## src/rtl/kth_ancestor_binary_lifting_defines.svh

```systemverilog
// Assertion macros used by the ancestor lookup sequencer.
`ifndef KTH_ANCESTOR_BINARY_LIFTING_DEFINES_SVH
`define KTH_ANCESTOR_BINARY_LIFTING_DEFINES_SVH

// Property checked on every clock edge outside reset.
`define KAB_ASSERT(lbl, prop, msg) \
  lbl: assert property (@(posedge clk_i) disable iff (!rst_ni) (prop)) else $error(msg);

// Condition that must never be seen outside reset.
`define KAB_NEVER(lbl, cond, msg) \
  lbl: assert property (@(posedge clk_i) disable iff (!rst_ni) !(cond)) else $error(msg);

`endif

```

## src/rtl/kab_pkg.sv

```systemverilog
// Shared types and constants of the ancestor lookup block.
package kab_pkg;

  localparam int unsigned FIELD_W = 10;

  typedef logic [FIELD_W-1:0] field_t;

  localparam logic REQ_LOAD  = 1'b0;
  localparam logic REQ_QUERY = 1'b1;

endpackage

```

## src/rtl/kab_ctrl.sv

```systemverilog
// Sequencer that walks the jump table level by level for loads and queries.
`include "kth_ancestor_binary_lifting_defines.svh"

module kab_ctrl #(
  parameter int unsigned NODES  = 1024,
  parameter int unsigned LEVELS = 10,
  parameter int unsigned NW     = 10,
  parameter int unsigned LW     = 4
) (
  input  logic                clk_i,
  input  logic                rst_ni,
  input  logic                in_valid_i,
  output logic                in_ready_o,
  input  logic                req_type_i,
  input  kab_pkg::field_t     node_i,
  input  kab_pkg::field_t     parent_node_i,
  input  kab_pkg::field_t     steps_i,
  output logic                out_valid_o,
  input  logic                out_ready_i,
  output kab_pkg::field_t     ancestor_o,
  output logic                found_o,
  output logic                jt_we_o,
  output logic [NW+LW-1:0]    jt_waddr_o,
  output kab_pkg::field_t     jt_wdata_o,
  output logic [NW+LW-1:0]    jt_raddr_o,
  input  kab_pkg::field_t     jt_rdata_i,
  output logic                dp_we_o,
  output logic [NW-1:0]       dp_waddr_o,
  output kab_pkg::field_t     dp_wdata_o,
  output logic [NW-1:0]       dp_raddr_o,
  input  kab_pkg::field_t     dp_rdata_i
);

  import kab_pkg::*;

  localparam int unsigned KW = (LEVELS > FIELD_W) ? LEVELS : FIELD_W;
  localparam logic [LW-1:0] LAST_LVL = LW'(LEVELS - 1);

  typedef enum logic [1:0] {
    S_IDLE,
    S_WALK,
    S_FINISH
  } state_e;

  state_e         state_q;
  logic           is_query_q;
  logic           take_q;
  logic           fail_q;
  logic [LW-1:0]  lvl_q;
  logic           out_valid_q;
  field_t         ancestor_q;
  logic           found_q;

  field_t         n_q;
  field_t         cur_q;
  logic [KW-1:0]  k_q;
  logic           jt_root_q;
  logic           dp_root_q;

  logic           in_accept;
  logic           out_free;
  logic           node_ok;
  logic           load_ok;
  logic           k_hi;
  field_t         jt_val;
  field_t         dp_val;
  field_t         cur_eff;

  assign in_ready_o = (state_q == S_IDLE);
  assign in_accept  = in_valid_i && in_ready_o;
  assign out_free   = !out_valid_q || out_ready_i;

  assign node_ok = (32'(node_i) < 32'(NODES));
  assign load_ok = node_ok && (node_i != '0) && (parent_node_i < node_i);
  assign k_hi    = |(steps_i >> LEVELS);

  // The root row and depth are all zeros, so data read for node 0 is replaced by zero.
  assign jt_val  = jt_root_q ? '0 : jt_rdata_i;
  assign dp_val  = dp_root_q ? '0 : dp_rdata_i;
  assign cur_eff = take_q ? jt_val : cur_q;

  assign jt_raddr_o = {NW'(cur_eff), lvl_q};
  assign jt_we_o    = (state_q == S_WALK) && !is_query_q;
  assign jt_waddr_o = {NW'(n_q), lvl_q};
  assign jt_wdata_o = cur_eff;

  assign dp_raddr_o = NW'((req_type_i == REQ_QUERY) ? node_i : parent_node_i);
  assign dp_we_o    = (state_q == S_WALK) && !is_query_q && (lvl_q == '0);
  assign dp_waddr_o = NW'(n_q);
  assign dp_wdata_o = dp_val + FIELD_W'(1);

  assign out_valid_o = out_valid_q;
  assign ancestor_o  = ancestor_q;
  assign found_o     = found_q;

  always_ff @(posedge clk_i or negedge rst_ni) begin
    if (!rst_ni) begin
      state_q     <= S_IDLE;
      is_query_q  <= 1'b0;
      take_q      <= 1'b0;
      fail_q      <= 1'b0;
      lvl_q       <= '0;
      out_valid_q <= 1'b0;
      ancestor_q  <= '0;
      found_q     <= 1'b0;
    end else begin
      if (out_valid_q && out_ready_i) begin
        out_valid_q <= 1'b0;
      end
      unique case (state_q)
        S_IDLE: begin
          take_q <= 1'b0;
          lvl_q  <= '0;
          if (in_accept) begin
            if (req_type_i == REQ_QUERY) begin
              is_query_q <= 1'b1;
              fail_q     <= !node_ok || k_hi;
              state_q    <= S_WALK;
            end else if (load_ok) begin
              is_query_q <= 1'b0;
              fail_q     <= 1'b0;
              state_q    <= S_WALK;
            end
          end
        end
        S_WALK: begin
          // Every level costs one read; a clear bit of k just keeps the node.
          take_q <= is_query_q ? k_q[lvl_q] : 1'b1;
          lvl_q  <= lvl_q + LW'(1);
          if (is_query_q && (lvl_q == '0) && (fail_q || (k_q > KW'(dp_val)))) begin
            fail_q  <= 1'b1;
            state_q <= S_FINISH;
          end else if (lvl_q == LAST_LVL) begin
            state_q <= is_query_q ? S_FINISH : S_IDLE;
          end
        end
        S_FINISH: begin
          // The resolved node is folded into cur_q so a stall holds it steady.
          take_q <= 1'b0;
          if (out_free) begin
            out_valid_q <= 1'b1;
            found_q     <= !fail_q;
            ancestor_q  <= fail_q ? '0 : cur_eff;
            state_q     <= S_IDLE;
          end
        end
        default: begin
          state_q <= S_IDLE;
        end
      endcase
    end
  end

  always_ff @(posedge clk_i) begin
    jt_root_q <= (NW'(cur_eff) == '0);
    dp_root_q <= (dp_raddr_o == '0);
    if (in_accept) begin
      n_q   <= node_i;
      k_q   <= KW'(steps_i);
      cur_q <= (req_type_i == REQ_QUERY) ? node_i : parent_node_i;
    end else begin
      cur_q <= cur_eff;
    end
  end

  `KAB_NEVER(a_no_root_write, jt_we_o && (n_q == '0), "root row must never be written")
  `KAB_ASSERT(a_depth_after_accept, dp_we_o |-> $past(in_accept), "depth write out of step")
  `KAB_ASSERT(a_miss_is_zero, out_valid_q |-> (found_q || (ancestor_q == '0)), "miss with node")
  `KAB_ASSERT(a_finish_delivers, (state_q == S_FINISH) && out_free |=> out_valid_q,
              "finished query gave no result")

endmodule
```

## config.mk

```make
export PLATFORM = sky130hd
export DESIGN_NAME = kab_ctrl
export DESIGN_NICKNAME = d
export VERILOG_FILES = /design/src/rtl/kab_pkg.sv /design/src/rtl/kab_ctrl.sv
export VERILOG_INCLUDE_DIRS = /design/src /design/src/rtl
export SDC_FILE = /design/constraint.sdc
export NUM_CORES = 1
export LEC_CHECK = 0
export BUFFER_PORTS_ARGS = -buffer_cell sky130_fd_sc_hd__clkbuf_2
export CORE_MARGIN = 4
export CORE_UTILIZATION = 52
export DETAILED_ROUTE_END_ITERATION = 8
export PLACE_DENSITY = 0.87
export SYNTH_ARGS = -nofsm -noshare
export SYNTH_HDL_FRONTEND = slang
export SYNTH_SLANG_ARGS = --single-unit
```

## constraint.sdc

```tcl
create_clock -name clk_i -period 4.3 [get_ports clk_i]
set_input_delay 0.86 -clock clk_i [delete_from_list [all_inputs] [get_ports clk_i]]
set_output_delay 0.86 -clock clk_i [all_outputs]
set_load 0.01 [all_outputs]
```

== Yosys cells after proc, flatten, opt, wreduce, memory -nomap -nowiden ==
Index checks and enable logic that the tools add are counted.

* Register bits: 53
* Input bits: 55
* Output and inout bits: 83
* Logic and storage cells: 79

* Add/sub/neg operators: 2
* Magnitude comparators: 3
* Eq/ne operators: 8
* Mux-type cells: 28
* Reduce and logical (&&, ||, !) cells: 25

{| class="wikitable"
|+ Operator list
! operator !! number
|-
| 2-to-1 mux 10 bit || 6
|-
| logical NOT 10 bit || 2
|-
| 2-to-1 mux 2 bit || 7
|-
| adder 10 x 1 -> 10 bit, second input constant || 1
|-
| greater-than comparator 10 bit || 1
|-
| < comparator 10 bit || 1
|-
| 2-to-1 mux 1 bit || 10
|-
| nonzero test 10 bit || 1
|-
| one-hot mux 4 bit (2 select lines) || 1
|-
| AND reduction 4 bit || 2
|-
| logical AND 1 bit || 7
|-
| inequality test 3 x 1 -> 1 bit, second input constant || 2
|-
| one-hot mux 2 bit (3 select lines) || 1
|-
| nonzero test 2 bit || 3
|-
| < comparator 4 x 5 -> 1 bit, second input constant || 1
|-
| adder 4 x 1 -> 4 bit, second input constant || 1
|-
| binary-select mux 1 bit (select 4 bit) || 1
|-
| == test 4 bit, second input constant || 1
|-
| logical NOT 4 bit || 1
|-
| inequality test 2 x 1 -> 1 bit, second input constant || 2
|-
| one-hot mux 1 bit (2 select lines) || 2
|-
| logical NOT 1 bit || 3
|-
| AND reduction 3 bit || 1
|-
| == test 2 x 1 -> 1 bit, second input constant || 1
|-
| other kinds (6) || 7
|}

== Longest topological paths before layout ==
Gate-level depths: netlist (run 1).

* Depth after elaboration: 6
* Gate-level depth with buffers: 9
* Mapped depth without buffers: 8

== Least setup slack after synthesis (run 1) ==
No wires, ideal clock.

* Kind: in2out
* Start point: input dp_rdata_i[0]
* End point: output dp_wdata_o[6]
* Data arrival time: 1.892 ns
* Data required time: 3.440 ns
* Slack: 1.548 ns
* Stages: 6
* Path buffers: 0
* Cell sequence: nand2b_1 inv_1 ha_1 nand3_1 or3_1 a21oi_1

* Cells in the longest elaborated chain, start to end: 2

{| class="wikitable"
|+ RTL lines
! what !! RTL line !! RTL
|-
| start: declaration || kab_ctrl.sv:31 || <nowiki>input kab_pkg::field_t dp_rdata_i</nowiki>
|-
| 2-to-1 mux 10 bit || kab_ctrl.sv:79 || <nowiki>assign dp_val = dp_root_q ? '0 : dp_rdata_i;</nowiki>
|-
| adder 10 x 1 -> 10 bit || kab_ctrl.sv:90 || <nowiki>assign dp_wdata_o = dp_val + FIELD_W'(1);</nowiki>
|-
| end: declaration || kab_ctrl.sv:29 || <nowiki>output kab_pkg::field_t dp_wdata_o,</nowiki>
|}

No other way between the ends.

== Worst setup path in the final report (run 1) ==
Same ends and word-level chain as after synthesis.

==> impl_summary.txt, run 1 <==
----------------------------------------------------
[Run status]
  Result of the run ... finished, final reports clean

[Clocking]
  Clock sink count ... 53
  Clock buffer depth ... 2
  Clock latency reported for the late side of the worst-skew pair ... 310 ps
  CTS Root Cell ... sky130_fd_sc_hd__clkbuf_8
  CTS tree ... yes
  Hold buffer count at cts ... 0
  Post CTS Setup Buffer Count ... 0
  Resized Gates After CTS ... 0
  H-tree levels ... 2
  CTS Buf Count ... 5
  Clock edge transition at the registers on the reported setup and hold paths ... 100 ps

[Floorplan]
  Vertical die dimension ... 85.9 um
  Core Region ... 5920 sq um
  Chip Width ... 85.9 um
  Standard-cell row count ... 28
  Initial Util ... 0.533
  Area of the die ... 7380 sq um
  Top-level I/O count ... 138

[Synthesis]
  Library cells used by synthesis ... 44
  Largest area contributor in the synthesized netlist ... sky130_fd_sc_hd__edfxtp_1
  Yosys Warn Count ... 0
  Most frequent cell after synthesis ... sky130_fd_sc_hd__inv_1
  Number of enable flip-flop cells after synthesis ... 20
  Synthesized net count ... 404
  Synth top area share ... 0.190
  Commonest cells in the netlist ... 30 x sky130_fd_sc_hd__inv_1, 28 x sky130_fd_sc_hd__a21oi_1, 24 x sky130_fd_sc_hd__buf_4, 24 x sky130_fd_sc_hd__nand2_1, 23 x sky130_fd_sc_hd__ha_1
  Synthesized area per cell ... 9.68 sq um
  Main synth FF type ... sky130_fd_sc_hd__dfrtp_1
  Biggest area contributors in the synthesized netlist ... sky130_fd_sc_hd__edfxtp_1 19%, sky130_fd_sc_hd__dfrtp_1 17%, sky130_fd_sc_hd__ha_1 9.1%, sky130_fd_sc_hd__dfxtp_1 7.6%, sky130_fd_sc_hd__buf_4 5.7%
  Syn Std Cell Area ... 3150 sq um
  Number of flip-flops and latches in the synthesized netlist ... 53
  FFs w/ async S/R, synth ... 0.396
  Share of synthesized area occupied by flip-flops and latches ... 0.433
  Post-Synthesis Cells ... 326

[STA]
  Post-Route Setup TNS ... 0 ps
  Max Slew Vio Count ... 0
  Final clock skew ... 13.1 ps
  Setup repair after global routing missed its margin ... false
  Maximum clock rate ... 338 MHz
  Final setup violation count ... 0
  Share of the clock period used by the worst path ... 0.689
  Minimum period implied by the final worst setup slack ... 2960 ps
  Count of final hold-check violations ... 0
  Worst slew margin relative to its limit ... 0.465
  Transition time at the pin with the least slew margin ... 801 ps
  Worst slack on hold paths ... 496 ps

[Final layout]
  # diodes ... 0
  Count of non-filler cells in the finished layout ... 511
  Share of cells above drive strength 1 ... 0.374
  Post-synthesis to final-layout area growth ... 20.9%
  Number of nets in the final layout ... 513
  Filler Cell Count ... 510
  Area taken by multi-input logic gates ... 1450 sq um
  Footprint of the flip-flops and latches ... 1370 sq um

[Global route]
  Global-route usage over all layers ... 0.212
  Number of global-route vias before repair ... 2742
  Antenna violations before repair ... 0
  First-pass GRT wire length ... 12.5 mm
  Maximum number of pins on one net before global-route repair ... 23
  Global route overflow ... 0

[Power]
  Overall Power ... 2.12 mW
  Worst vdd ir ... 331 uV
  Leakage power of the design ... 1.92 nW
  Areal power density over the cells ... 557 nW/um^2

[Job]
  MaxCap Viol Count ... 0

[Setup path]
  Data required time of the worst path ... 3440 ps
  Crit Path Class ... in2out
  Sort of element at the start of the critical path ... input port
  Top fanout value on the critical path ... 3
  Arrival @ worst endpoint ... 2100 ps
  Crit end category ... output pin

[Route]
  Final antenna-violating net count ... 0
  Via count ... 2715
  Total wire length after detailed routing ... 7.71 mm
  Wire per inst ... 15.1 um
  Number of detailed-routing iterations run before antenna repair ... 4
  Detailed-route vias per instance ... 5.31
  First-iteration detailed-routing DRC count ... 88
  Post-route DRC violation count ... 0

[Hold path]
  Worst min-delay path category ... in2async

[Place]
  HPWL after detailed placement ... 6.25 mm
  Placer congestion estimate ... 0.870
  I/O Buffers ... 137
  Count of placed standard cells including taps ... 503

----------------------------------------------------
## critical path, cell delays in order
cell                       delay (ps)
sky130_fd_sc_hd__clkbuf_2         100
sky130_fd_sc_hd__nand2b_1          70
sky130_fd_sc_hd__inv_1             80
sky130_fd_sc_hd__ha_1             210
sky130_fd_sc_hd__nand3_1          150
sky130_fd_sc_hd__or3_1            330
sky130_fd_sc_hd__a21oi_1          140
sky130_fd_sc_hd__clkbuf_2         150
## power by group
group / internal [mW] / switching (mW) / total [mW] / leakage, nW
logic: 0.403 / 0.571 / 0.973 / 1.31
clock network: 0.151 / 0.162 / 0.314 / 0.0569
registers: 0.700 / 0.138 / 0.838 / 0.557
total: 1.25 / 0.871 / 2.12 / 1.92
## final timing paths
kind,startpoint,endpoint,slack [ps],cells after the start
max in group asynchronous,rst_ni,is_query_q,3440,1
worst max register to register,state_q[1],state_q[0],1900,4
min in group clk_i,ancestor_o[1],ancestor_o[1],500,2
worst min register to register,ancestor_o[1],ancestor_o[1],500,2
worst min-delay path,rst_ni,ancestor_o[7],500,1
worst max-delay path,dp_rdata_i[0],dp_wdata_o[6],1340,8
## area by class of cell
type,count,share of cell area
Clock inverter,2,0.00394
Timing Repair Buffer,137,0.180
Tap cell,75,0.0246
Clock buffer,6,0.0246
Sequential cell,53,0.358
Inverter,30,0.0295
Multi-Input combinational cell,208,0.379
## metal layers
metal  track usage  up-vias  share of wire  wire length (um)
met5             0        -              0                 0
met4        0.0576        0          0.013               100
met3        0.0384        9          0.059               453
met2         0.385       89           0.54              4160
met1         0.255     1291           0.39              3000
li1              -     1326              -                 -
## cells by family (layout without fill, tap and decap cells)
| logic type | Yosys count | in the layout | synth area share |
|---|---|---|---|
| AO/OA/AOI/OAI | 61 | 61 | 0.113 |
| AND/OR/NAND/NOR | 102 | 102 | 0.171 |
| XOR/XNOR | 6 | 6 | 0.0167 |
| flip-flops | 53 | 53 | 0.433 |
| buffers and inverters | 65 | 175 | 0.109 |
| adder cells (fa/ha/maj) | 23 | 23 | 0.0912 |
| multiplexers | 16 | 16 | 0.0655 |
## through the flow
stage | instance area [sq um] | utilization | worst slack, ps
after global routing | 3810 | 0.644 | 1220
after global placement | 3700 | 0.626 | 1420
after detailed placement | 3700 | 0.626 | 1330
after floorplan | 3150 | - | 1550
final | 3810 | 0.644 | 1340
after CTS | 3810 | 0.644 | 1330
## layout by cell type, fill, tap and decap left out, types with 2 or more instances in the layout
master / netlist / final
sky130_fd_sc_hd__nor2_1: 18 / 18
sky130_fd_sc_hd__nand2_1: 24 / 24
sky130_fd_sc_hd__edfxtp_1: 20 / 20
sky130_fd_sc_hd__clkbuf_8: 0 / 5
sky130_fd_sc_hd__nand3_1: 8 / 8
sky130_fd_sc_hd__a21oi_1: 28 / 28
sky130_fd_sc_hd__mux4_2: 2 / 2
sky130_fd_sc_hd__nand4_1: 7 / 7
sky130_fd_sc_hd__nor2b_1: 12 / 12
sky130_fd_sc_hd__nand2b_1: 17 / 17
sky130_fd_sc_hd__ha_1: 23 / 23
sky130_fd_sc_hd__o22ai_1: 3 / 3
sky130_fd_sc_hd__a21o_1: 3 / 3
sky130_fd_sc_hd__xnor2_1: 2 / 2
sky130_fd_sc_hd__mux2_2: 9 / 9
sky130_fd_sc_hd__or3_1: 3 / 3
sky130_fd_sc_hd__mux2i_1: 3 / 3
sky130_fd_sc_hd__nor4_1: 6 / 6
sky130_fd_sc_hd__dfrtp_1: 21 / 21
sky130_fd_sc_hd__clkbuf_2: 0 / 137
sky130_fd_sc_hd__inv_1: 30 / 30
sky130_fd_sc_hd__o21ai_0: 16 / 16
sky130_fd_sc_hd__xor2_1: 4 / 4
sky130_fd_sc_hd__or4_4: 2 / 2
sky130_fd_sc_hd__dfxtp_1: 12 / 12
sky130_fd_sc_hd__mux2_4: 2 / 2
## sequential cells by signal, summed over array words and instances (netlist names), 2 cells and up
signal,flops
ancestor_o,10
cur_q,10
dp_waddr_o,10
k_q,10
lvl_q,4
state_q,2
No activity file was read; power rests on OpenSTA's default activity.
==> run 2: changes to the inputs <==
- CORE_UTILIZATION: 52 -> 48
- PLACE_DENSITY: 0.87 -> 0.81
- clock period: 4.3 -> 2.9 ns (I/O delays scaled with it)
==> run 2 against run 1 <==
- count of clock-buffer cells in the layout fell by 1
- global-route usage fell by 1.0 points
- routed wire length rose by 2.4%
- via count rose by 1.4%
- sequential power rose by 48%
- critical endpoint unchanged
- core utilization fell by 4.5 points
- die area rose by 7.5%
- total power rose by 46%
- worst hold slack got worse by 270 ps
- non-clock buffer count rose by 1
==> impl_summary.txt, run 2 (synthesized netlist as in run 1, its figures left out) <==
----------------------------------------------------
[Run status]
  Result of the run ... finished, final reports clean

[Setup path]
  Crit Path Class ... reg2out
  Arrival @ worst endpoint ... 2060 ps
  R2R Setup Slk ... 630 ps
  Critical path buffer and inverter count ... 2
  Number of cells on the worst reg-to-reg path ... 7
  Delay of the slowest critical-path stage ... 460 ps
  Data required time of the worst path ... 2320 ps
  Top fanout value on the critical path ... 15
  Dominant delay contributor by cell family on the critical path ... simple AND/OR/NAND/NOR gates
  Path length in cells of the critical path ... 7
  Sort of element at the start of the critical path ... flop
  Slowest CP cell ... sky130_fd_sc_hd__dfxtp_1
  Crit end category ... output pin
  Reg-to-Reg End ... state_q[0]
  Crit path cell chain ... nand2b_1, inv_1, ha_1, nand3_1, or3_1, a21oi_1, clkbuf_2
  Setup crit start ... dp_root_q
  Capturing instance or port of the critical path ... dp_wdata_o[6]
  Startpoint of the worst register-to-register path ... dp_root_q

[STA]
  Final clock skew ... 13.9 ps
  Share of the clock period used by the worst path ... 0.912
  Maximum clock rate ... 378 MHz
  Transition time at the pin with the least slew margin ... 836 ps
  Minimum period implied by the final worst setup slack ... 2640 ps
  Final setup violation count ... 0
  Setup WS post-layout ... 255 ps
  Setup repair after global routing missed its margin ... false
  Max Slew Vio Count ... 0
  Worst slew margin relative to its limit ... 0.442
  Post-Route Setup TNS ... 0 ps
  Count of final hold-check violations ... 0

[Place]
  Placed cell areas ... 3710 sq um
  HPWL after detailed placement ... 6.42 mm
  Placer congestion estimate ... 0.882
  Count of placed standard cells including taps ... 506
  Setup Slack @ Placement ... 505 ps
  I/O Buffers ... 137

[Clocking]
  Clock latency reported for the late side of the worst-skew pair ... 310 ps
  CTS tree ... yes
  Clock sink count ... 53
  Hold buffer count at cts ... 0
  H-tree levels ... 2
  Clock edge transition at the registers on the reported setup and hold paths ... 100 ps
  Post CTS Setup Buffer Count ... 0
  CTS Root Cell ... sky130_fd_sc_hd__clkbuf_8
  Resized Gates After CTS ... 0
  Clock buffer depth ... 2
  CTS Buf Count ... 5

[Final layout]
  # diodes ... 0
  Finished Cell Area ... 3800 sq um
  Commonest non-fill, non-tap cells in the layout ... 137 x sky130_fd_sc_hd__clkbuf_2, 30 x sky130_fd_sc_hd__inv_1, 28 x sky130_fd_sc_hd__a21oi_1
  Commonest non-fill, non-tap cell in the layout ... sky130_fd_sc_hd__clkbuf_2
  Share of cells above drive strength 1 ... 0.375
  Number of nets in the final layout ... 514
  Count of non-filler cells in the finished layout ... 514
  Post-synthesis to final-layout area growth ... 20.5%

[Route]
  Final antenna-violating net count ... 0
  Total wire length after detailed routing ... 7.90 mm
  Wire per inst ... 15.4 um
  Number of detailed-routing iterations run before antenna repair ... 4
  Post-route DRC violation count ... 0
  First-iteration detailed-routing DRC count ... 146
  Detailed-route vias per instance ... 5.35
  Via count ... 2752

[Power]
  Cell Int Power ... 1.81 mW
  Net switching power of the design ... 1.29 mW
  Switching share of total power ... 0.416
  Clock power share ... 0.133
  Leakage power of the design ... 1.92 nW
  Worst vdd ir ... 490 uV
  Overall Power ... 3.11 mW
  Share of total power in combinational logic ... 0.467
  Sequential power share ... 0.400
  Areal power density over the cells ... 817 nW/um^2

[Floorplan]
  Core Region ... 6350 sq um
  Area of the die ... 7930 sq um
  Standard-cell row count ... 29
  Top-level I/O count ... 138
  Vertical die dimension ... 89.1 um
  Initial Util ... 0.497
  Chip Width ... 89.1 um

[Global route]
  Maximum number of pins on one net before global-route repair ... 23
  First-pass GRT wire length ... 12.6 mm
  Antenna violations before repair ... 0
  Global route overflow ... 0
  Number of global-route vias before repair ... 2752
  Global-route usage over all layers ... 0.202

[Job]
  MaxCap Viol Count ... 0

[Hold path]
  Worst min-delay path category ... in2async

----------------------------------------------------
[run 2: cell types whose count changed in the layout (fill, tap and decap cells not counted)]
cell / delta
sky130_fd_sc_hd__inv_6: +1
sky130_fd_sc_hd__buf_4: +1
sky130_fd_sc_hd__clkbuf_16: -1
sky130_fd_sc_hd__clkinv_4: -1
sky130_fd_sc_hd__clkinv_2: +1
[run 2: metrics by stage]
stage,hold slack (ps),util
2_1_floorplan,284,-
3_3_place_gp,463,0.585
3_5_place_dp,475,0.585
4_1_cts,235,0.599
5_1_grt,248,0.599
6_report,225,0.599
[run 2: power groups by stage]
stage / Combinational, mW / Clock, mW / Sequential (mW)
2_1_floorplan: 1.06 / 0 / 1.21
3_3_place_gp: 1.43 / 0 / 1.24
3_5_place_dp: 1.46 / 0 / 1.26
4_1_cts: 1.47 / 0.424 / 1.24
5_1_grt: 1.64 / 0.461 / 1.28
6_report: 1.45 / 0.412 / 1.24
[run 2: final cells by class]
type,count,area (sq um)
clock inverters,3,20.0
fillers,553,2550
well taps,77,96.3
flip-flops and latches,53,1370
multi-input cells,208,1450
repair buffers,138,693
clock buffers,5,68.8
inverters,30,113
[run 2: metal layers]
layer	share of wire	global-route usage	vias up
li1	-	-	1338
met1	0.41	0.250	1310
met2	0.52	0.369	99
met3	0.058	0.0295	5
met4	0.0070	0.0487	0
met5	0	0	-
[run 2: worst min-delay path by stage]
stage | cells past startpoint | end | slack [ps] | startpoint
6_report | 1 | ancestor_o[5] | 230 | rst_ni
5_1_grt | 1 | ancestor_o[6] | 250 | rst_ni
4_1_cts | 1 | ancestor_o[5] | 230 | rst_ni
3_5_place_dp | 2 | ancestor_o[5] | 480 | ancestor_o[5]
3_3_place_gp | 2 | found_o | 460 | found_o
2_1_floorplan | 0 | ancestor_o[0] | 280 | rst_ni
==> run 3: changes to the inputs <==
- CORE_ASPECT_RATIO: unset -> 0.75
- CORE_UTILIZATION: 48 -> 45
- PLACE_DENSITY: 0.81 -> 0.77
==> run 3 against run 2 <==
- final cell count up 1.8%
- count of clock-buffer cells in the layout up 1
- die area up 6.2%
- worst setup slack worse by 6.2 ps
- flip-flop and latch count unchanged
- critical path type unchanged
- clock power up 4%
- global-route usage down 1.9 points
==> impl_summary.txt, run 3 (synthesized netlist as in run 1, its figures left out) <==
----------------------------------------------------
[Job]
  MaxCap Viol Count ... 0

[Route]
  Post-route DRC violation count ... 0
  Via count ... 2719
  First-iteration detailed-routing DRC count ... 153
  Total wire length after detailed routing ... 7.82 mm
  Final antenna-violating net count ... 0
  Number of detailed-routing iterations run before antenna repair ... 4
  Wire per inst ... 14.9 um
  Detailed-route vias per instance ... 5.20

[Final layout]
  Commonest non-fill, non-tap cells in the layout ... 137 x sky130_fd_sc_hd__clkbuf_2, 30 x sky130_fd_sc_hd__inv_1, 28 x sky130_fd_sc_hd__a21oi_1
  Share of cells above drive strength 1 ... 0.378
  Utilization after layout ... 0.564
  Number of nets in the final layout ... 516
  Commonest non-fill, non-tap cell in the layout ... sky130_fd_sc_hd__clkbuf_2
  Filler Cell Count ... 644
  Post-synthesis to final-layout area growth ... 21.5%
  # diodes ... 0

[STA]
  Final clock skew ... 11.9 ps
  Final setup violation count ... 0
  Count of final hold-check violations ... 0
  Setup repair after global routing missed its margin ... false
  Worst slew margin relative to its limit ... 0.597
  Post-Route Setup TNS ... 0 ps
  Max Slew Vio Count ... 0
  Share of the clock period used by the worst path ... 0.914
  Maximum clock rate ... 377 MHz
  Transition time at the pin with the least slew margin ... 604 ps
  Minimum period implied by the final worst setup slack ... 2650 ps

[Hold path]
  Worst min-delay path category ... in2async

[Place]
  I/O Buffers ... 137
  HPWL after detailed placement ... 6.39 mm
  Placer congestion estimate ... 0.836

[Setup path]
  Top fanout value on the critical path ... 15
  Number of cells on the worst reg-to-reg path ... 7
  Crit Path Class ... reg2out
  Arrival @ worst endpoint ... 2070 ps
  R2R Setup Slk ... 600 ps
  Startpoint of the worst register-to-register path ... dp_root_q
  Crit end category ... output pin
  Reg-to-Reg End ... state_q[0]
  Sort of element at the start of the critical path ... flop
  Data required time of the worst path ... 2320 ps

[Floorplan]
  Vertical die dimension ... 80.5 um
  Core Region ... 6800 sq um
  Standard-cell row count ... 26
  Initial Util ... 0.464
  Chip Width ... 105 um
  Top-level I/O count ... 138
  Area of the die ... 8430 sq um

[Clocking]
  Clock latency reported for the late side of the worst-skew pair ... 300 ps
  Resized Gates After CTS ... 0
  Post CTS Setup Buffer Count ... 0
  CTS Root Cell ... sky130_fd_sc_hd__clkbuf_8
  H-tree levels ... 2
  Clock buffer depth ... 2
  CTS Buf Count ... 5
  Clock edge transition at the registers on the reported setup and hold paths ... 100 ps
  Clock sink count ... 53
  CTS tree ... yes
  Hold buffer count at cts ... 0

[Run status]
  Result of the run ... finished, final reports clean

[Power]
  Worst vdd ir ... 540 uV
  Leakage power of the design ... 1.93 nW
  Areal power density over the cells ... 817 nW/um^2

[Global route]
  Maximum number of pins on one net before global-route repair ... 23
  Antenna violations before repair ... 0
  Global-route usage over all layers ... 0.183
  Number of global-route vias before repair ... 2597
  First-pass GRT wire length ... 12.4 mm
  Global route overflow ... 0

----------------------------------------------------
==> run 3: area by class of cell <==
cell class                      count  area [sq um]  share of cell area
Clock buffer                        6          82.6              0.0215
Tap cell                           84           105              0.0274
Sequential cell                    53          1370               0.356
Inverter                           30           113              0.0294
Timing Repair Buffer              140           708               0.185
Clock inverter                      2          13.8             0.00359
Multi-Input combinational cell    208          1450               0.377
==> run 3: metal layers <==
metal  routed length [um]  global-route usage  part of all wire
met5                    0                   0                 0
met4                   76              0.0472            0.0097
met2                 3610               0.300              0.46
met3                  674              0.0546             0.086
met1                 3460               0.238              0.44
==> run 3: how the worst max path moves through the flow <==
| stage | startpoint | endpoint | slack, ps | cells past startpoint |
|---|---|---|---|---|
| final | dp_root_q | dp_wdata_o[6] | 250 | 7 |
| after global routing | dp_root_q | dp_wdata_o[6] | 80 | 7 |
| after CTS | dp_root_q | dp_wdata_o[6] | 260 | 7 |
| after detailed placement | dp_rdata_i[0] | dp_wdata_o[6] | 520 | 8 |
| after global placement | dp_rdata_i[0] | dp_wdata_o[6] | 570 | 8 |
| after floorplan | dp_root_q | dp_wdata_o[6] | 710 | 7 |
==> run 3: per-stage QoR <==
step / setup WS, ps / instances / total power [mW] / cell area [sq um] / hold WS, ps
after global routing: 81.1 / 523 / 3.39 / 3830 / 267
after floorplan: 706 / 326 / 2.27 / 3150 / 284
final: 249 / 523 / 3.13 / 3830 / 236
after CTS: 257 / 523 / 3.16 / 3830 / 249
after global placement: 567 / 515 / 2.70 / 3740 / 462
after detailed placement: 525 / 515 / 2.73 / 3740 / 467
==> run 3: report_power, final <==
group	internal [mW]	switching (mW)
Clock	0.194	0.234
Combinational	0.617	0.870
Sequential	1.04	0.179
Total	1.85	1.28
==> run 3: worst max-delay path, stage by stage (launching register included) <==
cell                       delay (ps)
sky130_fd_sc_hd__dfxtp_1          470
sky130_fd_sc_hd__nand2b_1         240
sky130_fd_sc_hd__inv_1             90
sky130_fd_sc_hd__ha_1             200
sky130_fd_sc_hd__nand3_1          140
sky130_fd_sc_hd__or3_1            320
sky130_fd_sc_hd__a21oi_1          150
sky130_fd_sc_hd__clkbuf_2         150
